File: config.mk
export PLATFORM = sky130hd
export DESIGN_NAME = ple_ctrl
export DESIGN_NICKNAME = d
export VERILOG_FILES = /design/src/ple_pkg.sv /design/src/ple_ctrl.sv
export SDC_FILE = /design/constraint.sdc
export NUM_CORES = 1
export LEC_CHECK = 0
export BUFFER_PORTS_ARGS = -buffer_cell sky130_fd_sc_hd__buf_2
export CORE_AREA = 2 2 39 41
export CTS_CLUSTER_SIZE = 10
export DETAILED_ROUTE_END_ITERATION = 10
export DIE_AREA = 0 0 41 43
export GPL_ROUTABILITY_DRIVEN = 0
export HOLD_SLACK_MARGIN = 0.03
export MAX_ROUTING_LAYER = met4
export PLACE_DENSITY = 0.48
export SLEW_MARGIN = 40
export SYNTH_ARGS = -nofsm -noshare
export SYNTH_HDL_FRONTEND = slang
export SYNTH_SLANG_ARGS = --single-unit
File: constraint.sdc
create_clock -name clk -period 1.47 [get_ports clk]
set_input_delay 0.294 -clock clk [delete_from_list [all_inputs] [get_ports clk]]
set_output_delay 0.294 -clock clk [all_outputs]
set_load 0.05 [all_outputs]
File: src/ple_pkg.sv
// shared types and codes for the positional list engine
package ple_pkg;

  localparam int KIND_W   = 3;
  localparam int POS_W    = 10;
  localparam int TYPE_W   = 3;
  localparam int STATUS_W = 3;

  localparam logic [KIND_W-1:0] KIND_APPEND = 3'd0;
  localparam logic [KIND_W-1:0] KIND_INSERT = 3'd1;
  localparam logic [KIND_W-1:0] KIND_ERASE  = 3'd2;
  localparam logic [KIND_W-1:0] KIND_FIND   = 3'd3;
  localparam logic [KIND_W-1:0] KIND_UPDATE = 3'd4;
  localparam logic [KIND_W-1:0] KIND_SET    = 3'd5;

  localparam logic [STATUS_W-1:0] ST_OK       = 3'd0;
  localparam logic [STATUS_W-1:0] ST_BADPOS   = 3'd1;
  localparam logic [STATUS_W-1:0] ST_EMPTY    = 3'd2;
  localparam logic [STATUS_W-1:0] ST_MISMATCH = 3'd3;
  localparam logic [STATUS_W-1:0] ST_FULL     = 3'd4;

  typedef logic [2:0] act_t;
  localparam act_t ACT_NONE    = 3'd0;
  localparam act_t ACT_READ    = 3'd1;
  localparam act_t ACT_WRITE   = 3'd2;
  localparam act_t ACT_INS     = 3'd3;
  localparam act_t ACT_INS_END = 3'd4;
  localparam act_t ACT_DEL     = 3'd5;
  localparam act_t ACT_DEL_END = 3'd6;

  typedef struct packed {
    logic load;
    logic decide;
    logic up_step;
    logic dn_step;
    logic put;
    logic rd_chk;
    logic emit;
  } ple_cmd_t;

  typedef struct packed {
    act_t act;
    logic up_last;
    logic dn_last;
    logic out_free;
  } ple_sts_t;

endpackage

File: src/ple_ctrl.sv
// controller state machine for the positional list engine
module ple_ctrl
  import ple_pkg::*;
(
  input  logic     clk,
  input  logic     rst_n,
  input  logic     in_valid,
  output logic     in_ready,
  input  ple_sts_t sts,
  output ple_cmd_t cmd
);

  localparam logic [2:0] S_IDLE = 3'd0;
  localparam logic [2:0] S_DEC  = 3'd1;
  localparam logic [2:0] S_UP   = 3'd2;
  localparam logic [2:0] S_DN   = 3'd3;
  localparam logic [2:0] S_PUT  = 3'd4;
  localparam logic [2:0] S_RD   = 3'd5;
  localparam logic [2:0] S_DONE = 3'd6;

  logic [2:0] state_r, state_nxt;

  assign in_ready = (state_r == S_IDLE);

  always_comb begin
    cmd       = '0;
    state_nxt = state_r;
    case (state_r)
      S_IDLE: begin
        if (in_valid) begin
          cmd.load  = 1'b1;
          state_nxt = S_DEC;
        end
      end
      S_DEC: begin
        cmd.decide = 1'b1;
        case (sts.act)
          ACT_READ: state_nxt = S_RD;
          ACT_INS:  state_nxt = S_UP;
          ACT_DEL:  state_nxt = S_DN;
          default:  state_nxt = S_DONE;
        endcase
      end
      S_UP: begin
        cmd.up_step = 1'b1;
        if (sts.up_last) state_nxt = S_PUT;
      end
      S_DN: begin
        cmd.dn_step = 1'b1;
        if (sts.dn_last) state_nxt = S_DONE;
      end
      S_PUT: begin
        cmd.put   = 1'b1;
        state_nxt = S_DONE;
      end
      S_RD: begin
        cmd.rd_chk = 1'b1;
        state_nxt  = S_DONE;
      end
      S_DONE: begin
        if (sts.out_free) begin
          cmd.emit  = 1'b1;
          state_nxt = S_IDLE;
        end
      end
      default: state_nxt = S_IDLE;
    endcase
  end

  always_ff @(posedge clk) begin
    if (!rst_n) begin
      state_r <= S_IDLE;
    end else begin
      state_r <= state_nxt;
    end
  end

endmodule

== After elaboration in Yosys (flattened, before gate mapping) ==
Cells that the tools add are included.

* Register bits after elaboration: 3
* Latch bits: 0
* RAM bits: 0
* ROM bits: 0
* Input bits: 9
* Output and inout port bits: 8
* Logic and storage cells: 32
* Memories kept: 0

* Add/sub/neg operators: 0
* Multipliers: 0
* Divide/modulo/power cells: 0
* Magnitude comparators: 0
* Eq/ne operators: 13
* Shifts and indexed selects: 0
* Multiplexer cells: 15
* Bitwise operators: 0
* Reduce and logical (&&, ||, !) cells: 3

{| class="wikitable"
|+ Operators by type and width
! kind !! count
|-
| one-hot mux 3 bit (6 select lines) || 1
|-
| == test 3 bit (second input constant) || 4
|-
| 2-to-1 mux 3 bit || 4
|-
| == test 3 x 2 -> 1 bit (second input constant) || 3
|-
| 2-to-1 mux 1 bit || 9
|-
| one-hot mux 3 bit (3 select lines) || 1
|-
| != test 2 bit (second input constant) || 4
|-
| == test 3 x 1 -> 1 bit (second input constant) || 2
|-
| AND reduction 4 bit || 1
|-
| logical NOT 3 bit || 1
|-
| OR reduction 2 bit || 1
|}

== Longest topological paths before layout ==
Gate-level depths: netlist of run 1.

* Word-level depth: 3
* Mapped depth: 4
* Depth with buffers taken out: 3

== Least setup slack after synthesis of run 1 ==
No wires, ideal clock.

* Path kind: flip-flop to output port
* Start: reg state_r[0]
* End: out cmd[6] in the netlist's numbering
* Arrival time: 1.643 ns
* Data required time: 1.176 ns
* Path slack: -0.467 ns
* Cell stages (with the launch flop): 5
* Buffers on the path: 1
* Path through: dfxtp_1 > buf_6 > or3_4 > inv_1 > and2_1

{| class="wikitable"
|+ RTL lines
! element !! RTL line !! source
|-
| from (decl) || ple_ctrl.sv:21 || <nowiki>logic [2:0] state_r, state_nxt;</nowiki>
|-
| from (signal assigned) || ple_ctrl.sv:74 || <nowiki>state_r <= state_nxt;</nowiki>
|-
| to (decl) || ple_ctrl.sv:10 || <nowiki>output ple_cmd_t cmd</nowiki>
|}

==> load_flow_metrics.sql, run 1 <==
INSERT INTO impl_metrics (metric_group, metric, value, unit) VALUES
('critical_path', 'critPathTopFamily', 'simple AND/OR/NAND/NOR gates', ''),
('clock_tree', 'cts_tree', 'done', ''),
('routing', 'avgRoutedWirePerCell', '11.0', 'µm'),
('die', 'design.die.area', '0.00176', 'mm²'),
('sta', 'max_frequency', '0.642', 'GHz'),
('die', 'ioPinCount', '17', ''),
('pwr', 'netSwitchingPower', '599', 'µW'),
('critical_path', 'path_max_fanout', '3', ''),
('layout', 'num-nets-final', '74', ''),
('logic_synthesis', 'synth-main-ff-cell', 'sky130_fd_sc_hd__dfxtp_1', ''),
('critical_path', 'critPathArrivalTime', '1.26', 'ns'),
('layout', 'biggestRegsByFlops', 'state_r (3)', ''),
('global_route', 'first_global_vias', '323', ''),
('pwr', 'cellLeakagePower', '0.000254', 'µW'),
('layout', 'final_area', '551', 'µm²'),
('layout', 'layout.core_utilization', '0.398', ''),
('pwr', 'share_clk_of_total_power', '0.117', ''),
('sta', 'report.final.setup_viol', '4', ''),
('die', 'placement_rows', '14', ''),
('critical_path', 'end_kind', 'primary output', ''),
('routing', 'antenna_left', '0', ''),
('critical_path', 'reg2reg_from', 'state_r[0]', ''),
('clock_tree', 'insertion_delay', '0.23', 'ns'),
('clock_tree', 'cts_hold_repair.buffers', '0', ''),
('pwr', 'combinationalPowerShare', '0.765', ''),
('critical_path', 'r2r.worst_path.cells', '4', ''),
('routing', 'drcViolationCount', '0', ''),
('logic_synthesis', 'ys_top_cells_by_area', 'sky130_fd_sc_hd__dfxtp_1 20%, sky130_fd_sc_hd__o21a_1 7.4%, sky130_fd_sc_hd__nor2_1 6.1%', ''),
('die', 'die_h', '43', 'µm'),
('routing', 'drt-vias-per-instance', '4.68', ''),
('sta', 'maxSlewHeadroom', '0.825', ''),
('critical_path', 'ff2ff_setup_slack', '0.09', 'ns'),
('pwr', 'fin_total_pwr', '1230', 'µW'),
('outcome', 'violations', 'negative setup slack', ''),
('logic_synthesis', 'netlist_area', '305', 'µm²'),
('min_path', 'min-delay-path-class', 'in -> reg', ''),
('die', 'die-width', '41', 'µm'),
('logic_synthesis', 'number_of_synthesis_warnings', '0', ''),
('place', 'place_hpwl', '658', 'µm'),
('place', 'place_ws', '0.0479', 'ns'),
('place', 'placed_cell_area', '438', 'µm²'),
('clock_tree', 'tritoncts_buffers', '3', ''),
('sta', 'timing.final.ws_setup', '-0.0866', 'ns'),
('layout', 'largest_reg_flops', '3', ''),
('clock_tree', 'cts_max_level', '1', ''),
('routing', 'routed-via-count', '374', ''),
('global_route', 'grt_first_pass_wirelength', '1.37', 'mm'),
('pwr', 'power_per_cell_area', '2230', 'mW/mm²'),
('pwr', 'pwr-share-seq', '0.118', ''),
('logic_synthesis', 'synth-edff-count', '0', ''),
('outcome', 'run_status', 'finished, violations left', ''),
('layout', 'finalNonFillerCells', '80', ''),
('critical_path', 'critPathRequiredTime', '1.18', 'ns'),
('global_route', 'track_usage', '0.121', ''),
('logic_synthesis', 'synthDominantAreaCellType', 'sky130_fd_sc_hd__dfxtp_1', ''),
('global_route', 'largest_net_degree_at_the_start_of_global_routing', '11', ''),
('critical_path', 'nature_of_the_critical_path_startpoint', 'flop', ''),
('layout', 'n_antenna_cell', '0', ''),
('critical_path', 'setup.worst_path.class', 'reg -> out', ''),
('layout', 'layout-area-overhead-vs-synth', '80.3', '%'),
('sta', 'timing.final.hold_violations', '0', ''),
('global_route', 'globalRouteOverflowTotal', '0', ''),
('logic_synthesis', 'netlist-cell-type-count', '26', ''),
('logic_synthesis', 'synthesis.instances', '40', ''),
('clock_tree', 'clock-root-buffer', 'sky130_fd_sc_hd__clkbuf_4', ''),
('job', 'maxCapViolCount', '0', ''),
('pwr', 'vdd_ir_drop_max', '0.647', 'mV'),
('routing', 'drt_pass1_iterations', '4', ''),
('layout', 'fillerInstances', '155', ''),
('logic_synthesis', 'async_reset_ff_frac', '0', ''),
('sta', 'unrepaired_setup_endpoints_after_global_routing', 'yes', '');
[power by group through the flow]
stage	registers (µW)	clock network, µW	logic, µW
after CTS	138	152	878
after global placement	136	0	778
after global routing	149	158	992
final	145	143	939
after detailed placement	135	0	775
after floorplan	128	0	597
[logic make-up (layout without fill, tap and decap cells)]
logic type | count (synthesis) | in the layout | share of synthesized area
buffers and inverters | 5 | 29 | 0.0943
multiplexers | 1 | 1 | 0.0369
flip-flops | 3 | 3 | 0.197
AND/OR/NAND/NOR | 19 | 19 | 0.373
XOR/XNOR | 2 | 2 | 0.0574
AO/OA/AOI/OAI | 10 | 10 | 0.242
[how the worst max path moves through the flow]
| stage | start | endpoint | slack, ns |
|---|---|---|---|
| after floorplan | state_r[0] | cmd[6] | -0.36 |
| after global placement | state_r[0] | cmd[6] | 0.06 |
| after detailed placement | state_r[0] | cmd[6] | 0.05 |
| after CTS | state_r[1] | cmd[6] | -0.09 |
| after global routing | state_r[1] | cmd[1] | -0.13 |
| final | state_r[1] | cmd[6] | -0.09 |
[layer usage]
layer,GRT usage,part of all wire
met5,-,0
met4,0.0800,0
met3,0.0471,0.074
met2,0.163,0.49
met1,0.143,0.43
[cell usage in the layout, fill, tap and decap left out, types with 2 or more instances in the layout]
master	synthesis	routed
sky130_fd_sc_hd__buf_2	2	9
sky130_fd_sc_hd__buf_4	0	6
sky130_fd_sc_hd__buf_6	1	7
sky130_fd_sc_hd__clkbuf_4	0	3
sky130_fd_sc_hd__dfxtp_2	0	2
sky130_fd_sc_hd__nor2_1	5	3
sky130_fd_sc_hd__nor3_2	0	2
sky130_fd_sc_hd__nor4b_1	2	2
sky130_fd_sc_hd__o21a_1	3	3
sky130_fd_sc_hd__xor2_1	2	2
[metrics by stage]
stage,hold slack (ns),setup TNS (ns)
final,0.328,-0.246
after global routing,0.329,-0.555
after CTS,0.322,-0.323
after detailed placement,0.565,0
after global placement,0.570,0
after floorplan,0.412,-0.464
[final cells by class]
| cell class | count | area, µm² | share of cell area |
|---|---|---|---|
| clock buffers | 4 | 26.3 | 0.0477 |
| inverters | 2 | 7.51 | 0.0136 |
| multi-input cells | 32 | 250 | 0.455 |
| flip-flops and latches | 3 | 62.6 | 0.114 |
| well taps | 16 | 20.0 | 0.0364 |
| repair buffers | 23 | 184 | 0.334 |
[timing repair]
action | in CTS | in global routing
pin swaps | 1 | 1
gates resized for setup | 17 | 6
buffers inserted | 1 | 1
endpoints found under the setup margin | 8 | 10
Power figures use the tool's default switching activity.
==> run 2: changes to the inputs <==
--- a/config.mk
+++ b/config.mk
@@ -5,15 +5,15 @@
 export SDC_FILE = /design/constraint.sdc
 export NUM_CORES = 1
 export LEC_CHECK = 0
+export ABC_AREA = 1
 export BUFFER_PORTS_ARGS = -buffer_cell sky130_fd_sc_hd__buf_2
 export CORE_AREA = 2 2 39 41
-export CTS_CLUSTER_SIZE = 10
 export DETAILED_ROUTE_END_ITERATION = 10
 export DIE_AREA = 0 0 41 43
 export GPL_ROUTABILITY_DRIVEN = 0
 export HOLD_SLACK_MARGIN = 0.03
 export MAX_ROUTING_LAYER = met4
-export PLACE_DENSITY = 0.48
+export PLACE_DENSITY = 0.5
 export SLEW_MARGIN = 40
 export SYNTH_ARGS = -nofsm -noshare
 export SYNTH_HDL_FRONTEND = slang
==> load_flow_metrics.sql, run 2 <==
INSERT INTO impl_metrics (metric_group, metric, value, unit) VALUES
('outcome', 'run_status', 'completed', ''),
('pwr', 'combinationalPowerShare', '0.679', ''),
('critical_path', 'critical-path-max-stage-delay', '0.36', 'ns'),
('layout', 'finalNonFillerCells', '95', ''),
('global_route', 'globalRouteOverflowTotal', '0', ''),
('critical_path', 'worstPathCellList', 'buf_4 > nor3_2 > buf_6', ''),
('global_route', 'initial_antenna_violation_count', '0', ''),
('logic_synthesis', 'synthDominantAreaCellType', 'sky130_fd_sc_hd__dfxtp_1', ''),
('layout', 'seqCellArea', '66.3', 'µm²'),
('logic_synthesis', 'netlist_area', '334', 'µm²'),
('die', 'ioPinCount', '17', ''),
('logic_synthesis', 'netlist-cell-type-count', '14', ''),
('pwr', 'share_clk_of_total_power', '0.141', ''),
('layout', 'layout-area-overhead-vs-synth', '56.2', '%'),
('logic_synthesis', 'netlist.area_leader.share', '0.180', ''),
('clock_tree', 'clock-root-buffer', 'sky130_fd_sc_hd__clkbuf_4', ''),
('logic_synthesis', 'synthesis.instances', '58', ''),
('pwr', 'power_report.internal_total', '493', 'µW'),
('clock_tree', 'cts_tree', 'done', ''),
('sta', 'worst_margin_pin_slew', '0.187', 'ns'),
('place', 'place_hpwl', '638', 'µm'),
('routing', 'avgRoutedWirePerCell', '8.17', 'µm'),
('routing', 'drt_pass1_iterations', '4', ''),
('layout', 'final_cell_mix', '14 x sky130_fd_sc_hd__nand2_1, 11 x sky130_fd_sc_hd__inv_1, 9 x sky130_fd_sc_hd__nor2_1, 8 x sky130_fd_sc_hd__buf_2, 7 x sky130_fd_sc_hd__buf_4', ''),
('logic_synthesis', 'async_reset_ff_frac', '0', ''),
('critical_path', 'critical_path_buf_inv_count', '2', ''),
('layout', 'registers.top_by_ff_count', 'state_r', ''),
('layout', 'n_antenna_cell', '0', ''),
('pwr', 'vdd_ir_drop_max', '0.586', 'mV'),
('logic_synthesis', 'synth.cells.most_frequent', '14 x sky130_fd_sc_hd__nand2_1, 11 x sky130_fd_sc_hd__inv_1, 11 x sky130_fd_sc_hd__nor2_1', ''),
('layout', 'multi_input_area', '230', 'µm²'),
('critical_path', 'critPathArrivalTime', '1.13', 'ns'),
('logic_synthesis', 'synth-edff-count', '0', ''),
('pwr', 'cellLeakagePower', '0.000307', 'µW'),
('sta', 'final.period_utilization', '0.966', ''),
('sta', 'timing.hold.ws', '0.306', 'ns'),
('logic_synthesis', 'synth_sequential_area_ratio', '0.180', ''),
('routing', 'drcViolationCount', '0', ''),
('clock_tree', 'cts.reportedPaths.clkPinSlew', '0.04', 'ns'),
('layout', 'final_layout_size_suffix_gt1_frac', '0.506', ''),
('pwr', 'pwr-share-seq', '0.179', ''),
('clock_tree', 'insertion_delay', '0.25', 'ns'),
('layout', 'largest_reg_flops', '3', ''),
('global_route', 'first_global_vias', '341', ''),
('critical_path', 'critPathTopFamily', 'flip-flops', ''),
('clock_tree', 'clock_tree_buf_depth', '2', ''),
('sta', 'fin_worst_skew', '0.00489', 'ns'),
('sta', 'finalMaxSlewViolations', '0', ''),
('min_path', 'min-delay-path-class', 'in -> reg', ''),
('sta', 'timing.final.hold_violations', '0', ''),
('die', 'die-width', '41', 'µm'),
('sta', 'max_frequency', '0.704', 'GHz'),
('layout', 'final_common_cell', 'sky130_fd_sc_hd__nand2_1', ''),
('critical_path', 'end_kind', 'primary output', ''),
('layout', 'fillerInstances', '163', ''),
('logic_synthesis', 'ys_seq_elements', '3', ''),
('pwr', 'fin_total_pwr', '1100', 'µW'),
('clock_tree', 'count_of_buffers_added_by_post_cts_timing_repair_for_setup', '0', ''),
('clock_tree', 'tritoncts_buffers', '3', ''),
('place', 'placed_cell_area', '452', 'µm²'),
('critical_path', 'setup.worst_path.class', 'reg -> out', ''),
('critical_path', 'critPathRequiredTime', '1.18', 'ns'),
('logic_synthesis', 'ys_top_cells_by_area', 'sky130_fd_sc_hd__dfxtp_1 18%, sky130_fd_sc_hd__nand2_1 16%, sky130_fd_sc_hd__inv_1 12%', ''),
('die', 'placement_rows', '14', ''),
('die', 'floorplan.initialDensity', '0.241', ''),
('global_route', 'grt_first_pass_wirelength', '1.26', 'mm'),
('place', 'io_buffer_count', '16', ''),
('layout', 'biggestRegsByFlops', 'state_r (3)', ''),
('routing', 'initialDrtViolationCount', '7', ''),
('job', 'maxCapViolCount', '0', ''),
('routing', 'routed-via-count', '401', ''),
('sta', 'timing.final.ws_setup', '0.0497', 'ns'),
('layout', 'num-nets-final', '89', ''),
('die', 'placeableCoreArea', '0.00138', 'mm²'),
('global_route', 'track_usage', '0.113', ''),
('place', 'place_ws', '0.108', 'ns'),
('logic_synthesis', 'post_synth.cell_area_avg', '5.76', 'µm²'),
('critical_path', 'crit_slowest_cell', 'sky130_fd_sc_hd__dfxtp_2', ''),
('layout', 'final_area', '522', 'µm²'),
('logic_synthesis', 'post-synth-top-count-cell', 'sky130_fd_sc_hd__nand2_1', ''),
('logic_synthesis', 'synth-main-ff-cell', 'sky130_fd_sc_hd__dfxtp_1', ''),
('pwr', 'netSwitchingPower', '606', 'µW'),
('clock_tree', 'cts_max_level', '1', ''),
('die', 'die_h', '43', 'µm'),
('clock_tree', 'cts_sinks', '3', ''),
('routing', 'antenna_left', '0', ''),
('sta', 'final_critical_delay_including_setup_and_external_delays', '1.42', 'ns'),
('critical_path', 'nature_of_the_critical_path_startpoint', 'flop', ''),
('sta', 'maxSlewHeadroom', '0.875', ''),
('logic_synthesis', 'mappedNetlistNets', '67', ''),
('sta', 'report.final.setup_viol', '0', ''),
('pwr', 'power_per_cell_area', '2110', 'mW/mm²'),
('pwr', 'swShare', '0.551', ''),
('logic_synthesis', 'number_of_synthesis_warnings', '0', ''),
('die', 'design.die.area', '0.00176', 'mm²'),
('routing', 'drt_wl_total', '776', 'µm'),
('global_route', 'largest_net_degree_at_the_start_of_global_routing', '9', ''),
('critical_path', 'path_max_fanout', '6', ''),
('place', 'dp_cells', '91', ''),
('routing', 'drt-vias-per-instance', '4.22', '');
[run 2: kinds of logic after synthesis]
family	after synthesis	share of synthesized area
AO/OA/AOI/OAI	3	0.0449
buffers and inverters	13	0.191
flip-flops	3	0.180
AND/OR/NAND/NOR	39	0.584
[run 2: layout make-up]
type	count	area share
Clock buffer	4	0.0504
Inverter	11	0.0791
Multi-Input combinational cell	42	0.441
Sequential cell	3	0.127
Tap cell	16	0.0384
Timing Repair Buffer	19	0.264
[run 2: what timing repair did]
item                       in CTS  in global routing
hold buffers                    0                  0
gates cloned                    0                  0
setup endpoints to repair       8                  8
resized for setup              10                  7
[run 2: through the flow]
step / util / TNS (ns)
floorplan: - / 0
global placement: 0.326 / 0
CTS: 0.362 / 0
detailed placement: 0.326 / 0
global route: 0.377 / -0.0134
finish: 0.377 / 0
[run 2: final timing paths]
check / from / to / slack [ns] / depth (start not counted)
worst max-delay path: state_r[1] / cmd[1] / 0.05 / 3
worst min-delay path: rst_n / state_r[1] / 0.31 / 3
worst max register to register: state_r[0] / state_r[0] / 0.31 / 8
worst min register to register: state_r[0] / state_r[0] / 0.57 / 2
[run 2: worst register-to-register path, stage by stage (launching register included)]
cell	delay, ns
sky130_fd_sc_hd__dfxtp_4	0.38
sky130_fd_sc_hd__buf_4	0.13
sky130_fd_sc_hd__nand2_4	0.03
sky130_fd_sc_hd__nor2_2	0.15
sky130_fd_sc_hd__nand2_2	0.08
sky130_fd_sc_hd__nand2_2	0.06
sky130_fd_sc_hd__nor2_2	0.05
sky130_fd_sc_hd__nor2_1	0.11
sky130_fd_sc_hd__nor2_2	0.05
[run 2: power groups by stage]
stage | logic [µW] | clock network (µW) | registers [µW]
final | 747 | 156 | 197
after global routing | 815 | 159 | 207
after CTS | 732 | 157 | 187
after detailed placement | 689 | 0 | 184
after global placement | 689 | 0 | 183
after floorplan | 609 | 0 | 137
[run 2: metal layers]
| metal | vias to the layer above | part of all wire | GRT usage |
|---|---|---|---|
| met2 | 13 | 0.50 | 0.169 |
| met4 | 0 | 0.019 | 0.100 |
| li1 | 216 | - | - |
| met3 | 2 | 0.066 | 0.0314 |
| met5 | - | 0 | - |
| met1 | 170 | 0.42 | 0.112 |
==> run 3: changes to the inputs <==
--- a/config.mk
+++ b/config.mk
@@ -5,7 +5,7 @@
 export SDC_FILE = /design/constraint.sdc
 export NUM_CORES = 1
 export LEC_CHECK = 0
-export ABC_AREA = 1
+export ABC_AREA = 0
 export BUFFER_PORTS_ARGS = -buffer_cell sky130_fd_sc_hd__buf_2
 export CORE_AREA = 2 2 39 41
 export DETAILED_ROUTE_END_ITERATION = 10
@@ -13,7 +13,6 @@
 export GPL_ROUTABILITY_DRIVEN = 0
 export HOLD_SLACK_MARGIN = 0.03
 export MAX_ROUTING_LAYER = met4
-export PLACE_DENSITY = 0.5
 export SLEW_MARGIN = 40
 export SYNTH_ARGS = -nofsm -noshare
 export SYNTH_HDL_FRONTEND = slang
==> load_flow_metrics.sql, run 3 (synthesis gave the netlist of run 1 again) <==
INSERT INTO impl_metrics (metric_group, metric, value, unit) VALUES
('outcome', 'run_status', 'finished, violations left', ''),
('outcome', 'violations', 'negative setup slack', ''),
('die', 'design.die.area', '0.00176', 'mm²'),
('routing', 'routed-via-count', '394', ''),
('clock_tree', 'cts_hold_repair.buffers', '0', ''),
('layout', 'n_antenna_cell', '0', ''),
('layout', 'biggestRegsByFlops', 'state_r (3)', ''),
('layout', 'registers.top_by_ff_count', 'state_r', ''),
('sta', 'totalNegativeSetupSlack', '-0.276', 'ns'),
('clock_tree', 'tritoncts_buffers', '3', ''),
('die', 'placement_rows', '14', ''),
('sta', 'worst_margin_pin_slew', '0.277', 'ns'),
('place', 'place_ws', '0.0182', 'ns'),
('routing', 'drt-vias-per-instance', '4.64', ''),
('sta', 'unrepaired_setup_endpoints_after_global_routing', 'yes', ''),
('clock_tree', 'clock-root-buffer', 'sky130_fd_sc_hd__clkbuf_4', ''),
('sta', 'finalMaxSlewViolations', '0', ''),
('critical_path', 'critPathTopFamily', 'simple AND/OR/NAND/NOR gates', ''),
('global_route', 'met3_usage', '0.0314', ''),
('layout', 'largest_reg_flops', '3', ''),
('clock_tree', 'insertion_delay', '0.23', 'ns'),
('global_route', 'initial_antenna_violation_count', '0', ''),
('place', 'place_hpwl', '612', 'µm'),
('sta', 'timing.final.hold_violations', '0', ''),
('sta', 'fin_worst_skew', '0.00477', 'ns'),
('sta', 'max_frequency', '0.641', 'GHz'),
('global_route', 'first_global_vias', '353', ''),
('layout', 'final_layout_size_suffix_gt1_frac', '0.652', ''),
('critical_path', 'end_kind', 'primary output', ''),
('critical_path', 'path_max_fanout', '2', ''),
('global_route', 'globalRouteOverflowTotal', '0', ''),
('global_route', 'globalRouteMet1Util', '0.151', ''),
('sta', 'maxSlewHeadroom', '0.812', ''),
('critical_path', 'worstPathCellList', 'or3_4 > inv_2 > and2_4 > buf_8', ''),
('clock_tree', 'cts_max_level', '1', ''),
('layout', 'finalNonFillerCells', '85', ''),
('routing', 'drt_pass1_iterations', '4', ''),
('critical_path', 'critical_path_buf_inv_count', '2', ''),
('clock_tree', 'cts.reportedPaths.clkPinSlew', '0.04', 'ns'),
('critical_path', 'setup.worst_path.class', 'reg -> out', ''),
('pwr', 'power_per_cell_area', '2220', 'mW/mm²'),
('critical_path', 'critPathArrivalTime', '1.27', 'ns'),
('min_path', 'min-delay-path-class', 'in -> reg', ''),
('pwr', 'cellLeakagePower', '0.000277', 'µW'),
('critical_path', 'worstSetupStartpoint', 'state_r[2]', ''),
('global_route', 'grt.met2_usage', '0.166', ''),
('routing', 'avgRoutedWirePerCell', '10.6', 'µm'),
('layout', 'final_common_cell', 'sky130_fd_sc_hd__buf_4', ''),
('place', 'dp_cells', '74', ''),
('routing', 'antenna_left', '0', ''),
('critical_path', 'reg2reg_from', 'state_r[0]', ''),
('global_route', 'largest_net_degree_at_the_start_of_global_routing', '12', ''),
('critical_path', 'critPathRequiredTime', '1.18', 'ns'),
('clock_tree', 'cts_sinks', '3', ''),
('layout', 'final_cell_mix', '11 x sky130_fd_sc_hd__buf_4, 9 x sky130_fd_sc_hd__buf_2, 7 x sky130_fd_sc_hd__buf_6', ''),
('job', 'maxCapViolCount', '0', ''),
('sta', 'final_critical_delay_including_setup_and_external_delays', '1.56', 'ns'),
('min_path', 'hold_path_startpoint', 'rst_n', ''),
('routing', 'drt_wl_total', '902', 'µm'),
('global_route', 'grt_first_pass_wirelength', '1.38', 'mm'),
('routing', 'initialDrtViolationCount', '4', ''),
('die', 'floorplan.initialDensity', '0.221', ''),
('critical_path', 'nature_of_the_critical_path_startpoint', 'flop', ''),
('sta', 'timing.final.ws_setup', '-0.0899', 'ns'),
('global_route', 'track_usage', '0.118', ''),
('sta', 'final.period_utilization', '1.06', ''),
('clock_tree', 'cts_tree', 'done', ''),
('layout', 'layout-area-overhead-vs-synth', '94.3', '%'),
('critical_path', 'critical-path-max-stage-delay', '0.39', 'ns'),
('routing', 'drcViolationCount', '0', ''),
('place', 'io_buffer_count', '16', ''),
('sta', 'report.final.setup_viol', '6', ''),
('sta', 'timing.hold.ws', '0.316', 'ns'),
('layout', 'num-nets-final', '79', ''),
('die', 'die_h', '43', 'µm'),
('die', 'ioPinCount', '17', ''),
('clock_tree', 'clock_tree_buf_depth', '2', ''),
('pwr', 'vdd_ir_drop_max', '0.970', 'mV'),
('pwr', 'fin_total_pwr', '1320', 'µW'),
('die', 'placeableCoreArea', '0.00138', 'mm²'),
('die', 'die-width', '41', 'µm'),
('layout', 'fillerInstances', '144', ''),
('global_route', 'grt_most_used_layer', 'met2', ''),
('critical_path', 'crit_slowest_cell', 'sky130_fd_sc_hd__or3_4', '');
[run 3: cell count changes in the layout (fill, tap and decap cells not counted), moves of 3 or more]
cell	previous run	this run
sky130_fd_sc_hd__buf_4	7	11
sky130_fd_sc_hd__buf_6	4	7
sky130_fd_sc_hd__inv_1	11	1
sky130_fd_sc_hd__nand2_1	14	0
sky130_fd_sc_hd__nor2_1	9	3
sky130_fd_sc_hd__nor2_2	5	2
sky130_fd_sc_hd__nor3_2	3	0
sky130_fd_sc_hd__o21a_1	0	3
[run 3: stage by stage]
step           instance area, µm²   util
2_1_floorplan                 322      -
3_3_place_gp                  438  0.316
3_5_place_dp                  438  0.316
4_1_cts                       548  0.396
5_1_grt                       593  0.429
6_report                      593  0.429
[run 3: layout make-up]
type	instances	area [µm²]	area share
clock buffers	4	26.3	0.0443
inverters	2	7.51	0.0127
multi-input cells	32	254	0.428
flip-flops and latches	3	63.8	0.108
well taps	16	20.0	0.0338
repair buffers	28	221	0.373
[run 3: routing by layer]
metal | up-vias | wire [µm]
met5 | - | 0
met4 | 0 | 0
met3 | 0 | 44
met2 | 10 | 456
met1 | 186 | 400
li1 | 198 | -
[run 3: repair_timing]
action | 4_1_cts | 5_1_grt
setup buffers | 4 | 3
setup endpoints to repair | 8 | 10
pin swaps | 1 | 3
gates resized for setup | 19 | 6
[run 3: path summary, 6_finish.rpt]
check	endpoint	slack (ns)	depth (start not counted)
max	cmd[6]	-0.09	4
min	state_r[0]	0.32	2
max reg2reg	state_r[1]	-0.02	5
min reg2reg	state_r[2]	0.68	2
[run 3: power by group]
| group | leakage [µW] | switching, µW | total (µW) | internal, µW |
|---|---|---|---|---|
| clock | 0.0000150 | 43.0 | 145 | 102 |
| sequential | 0.0000258 | 32.5 | 155 | 122 |
| combinational | 0.000236 | 558 | 1020 | 461 |
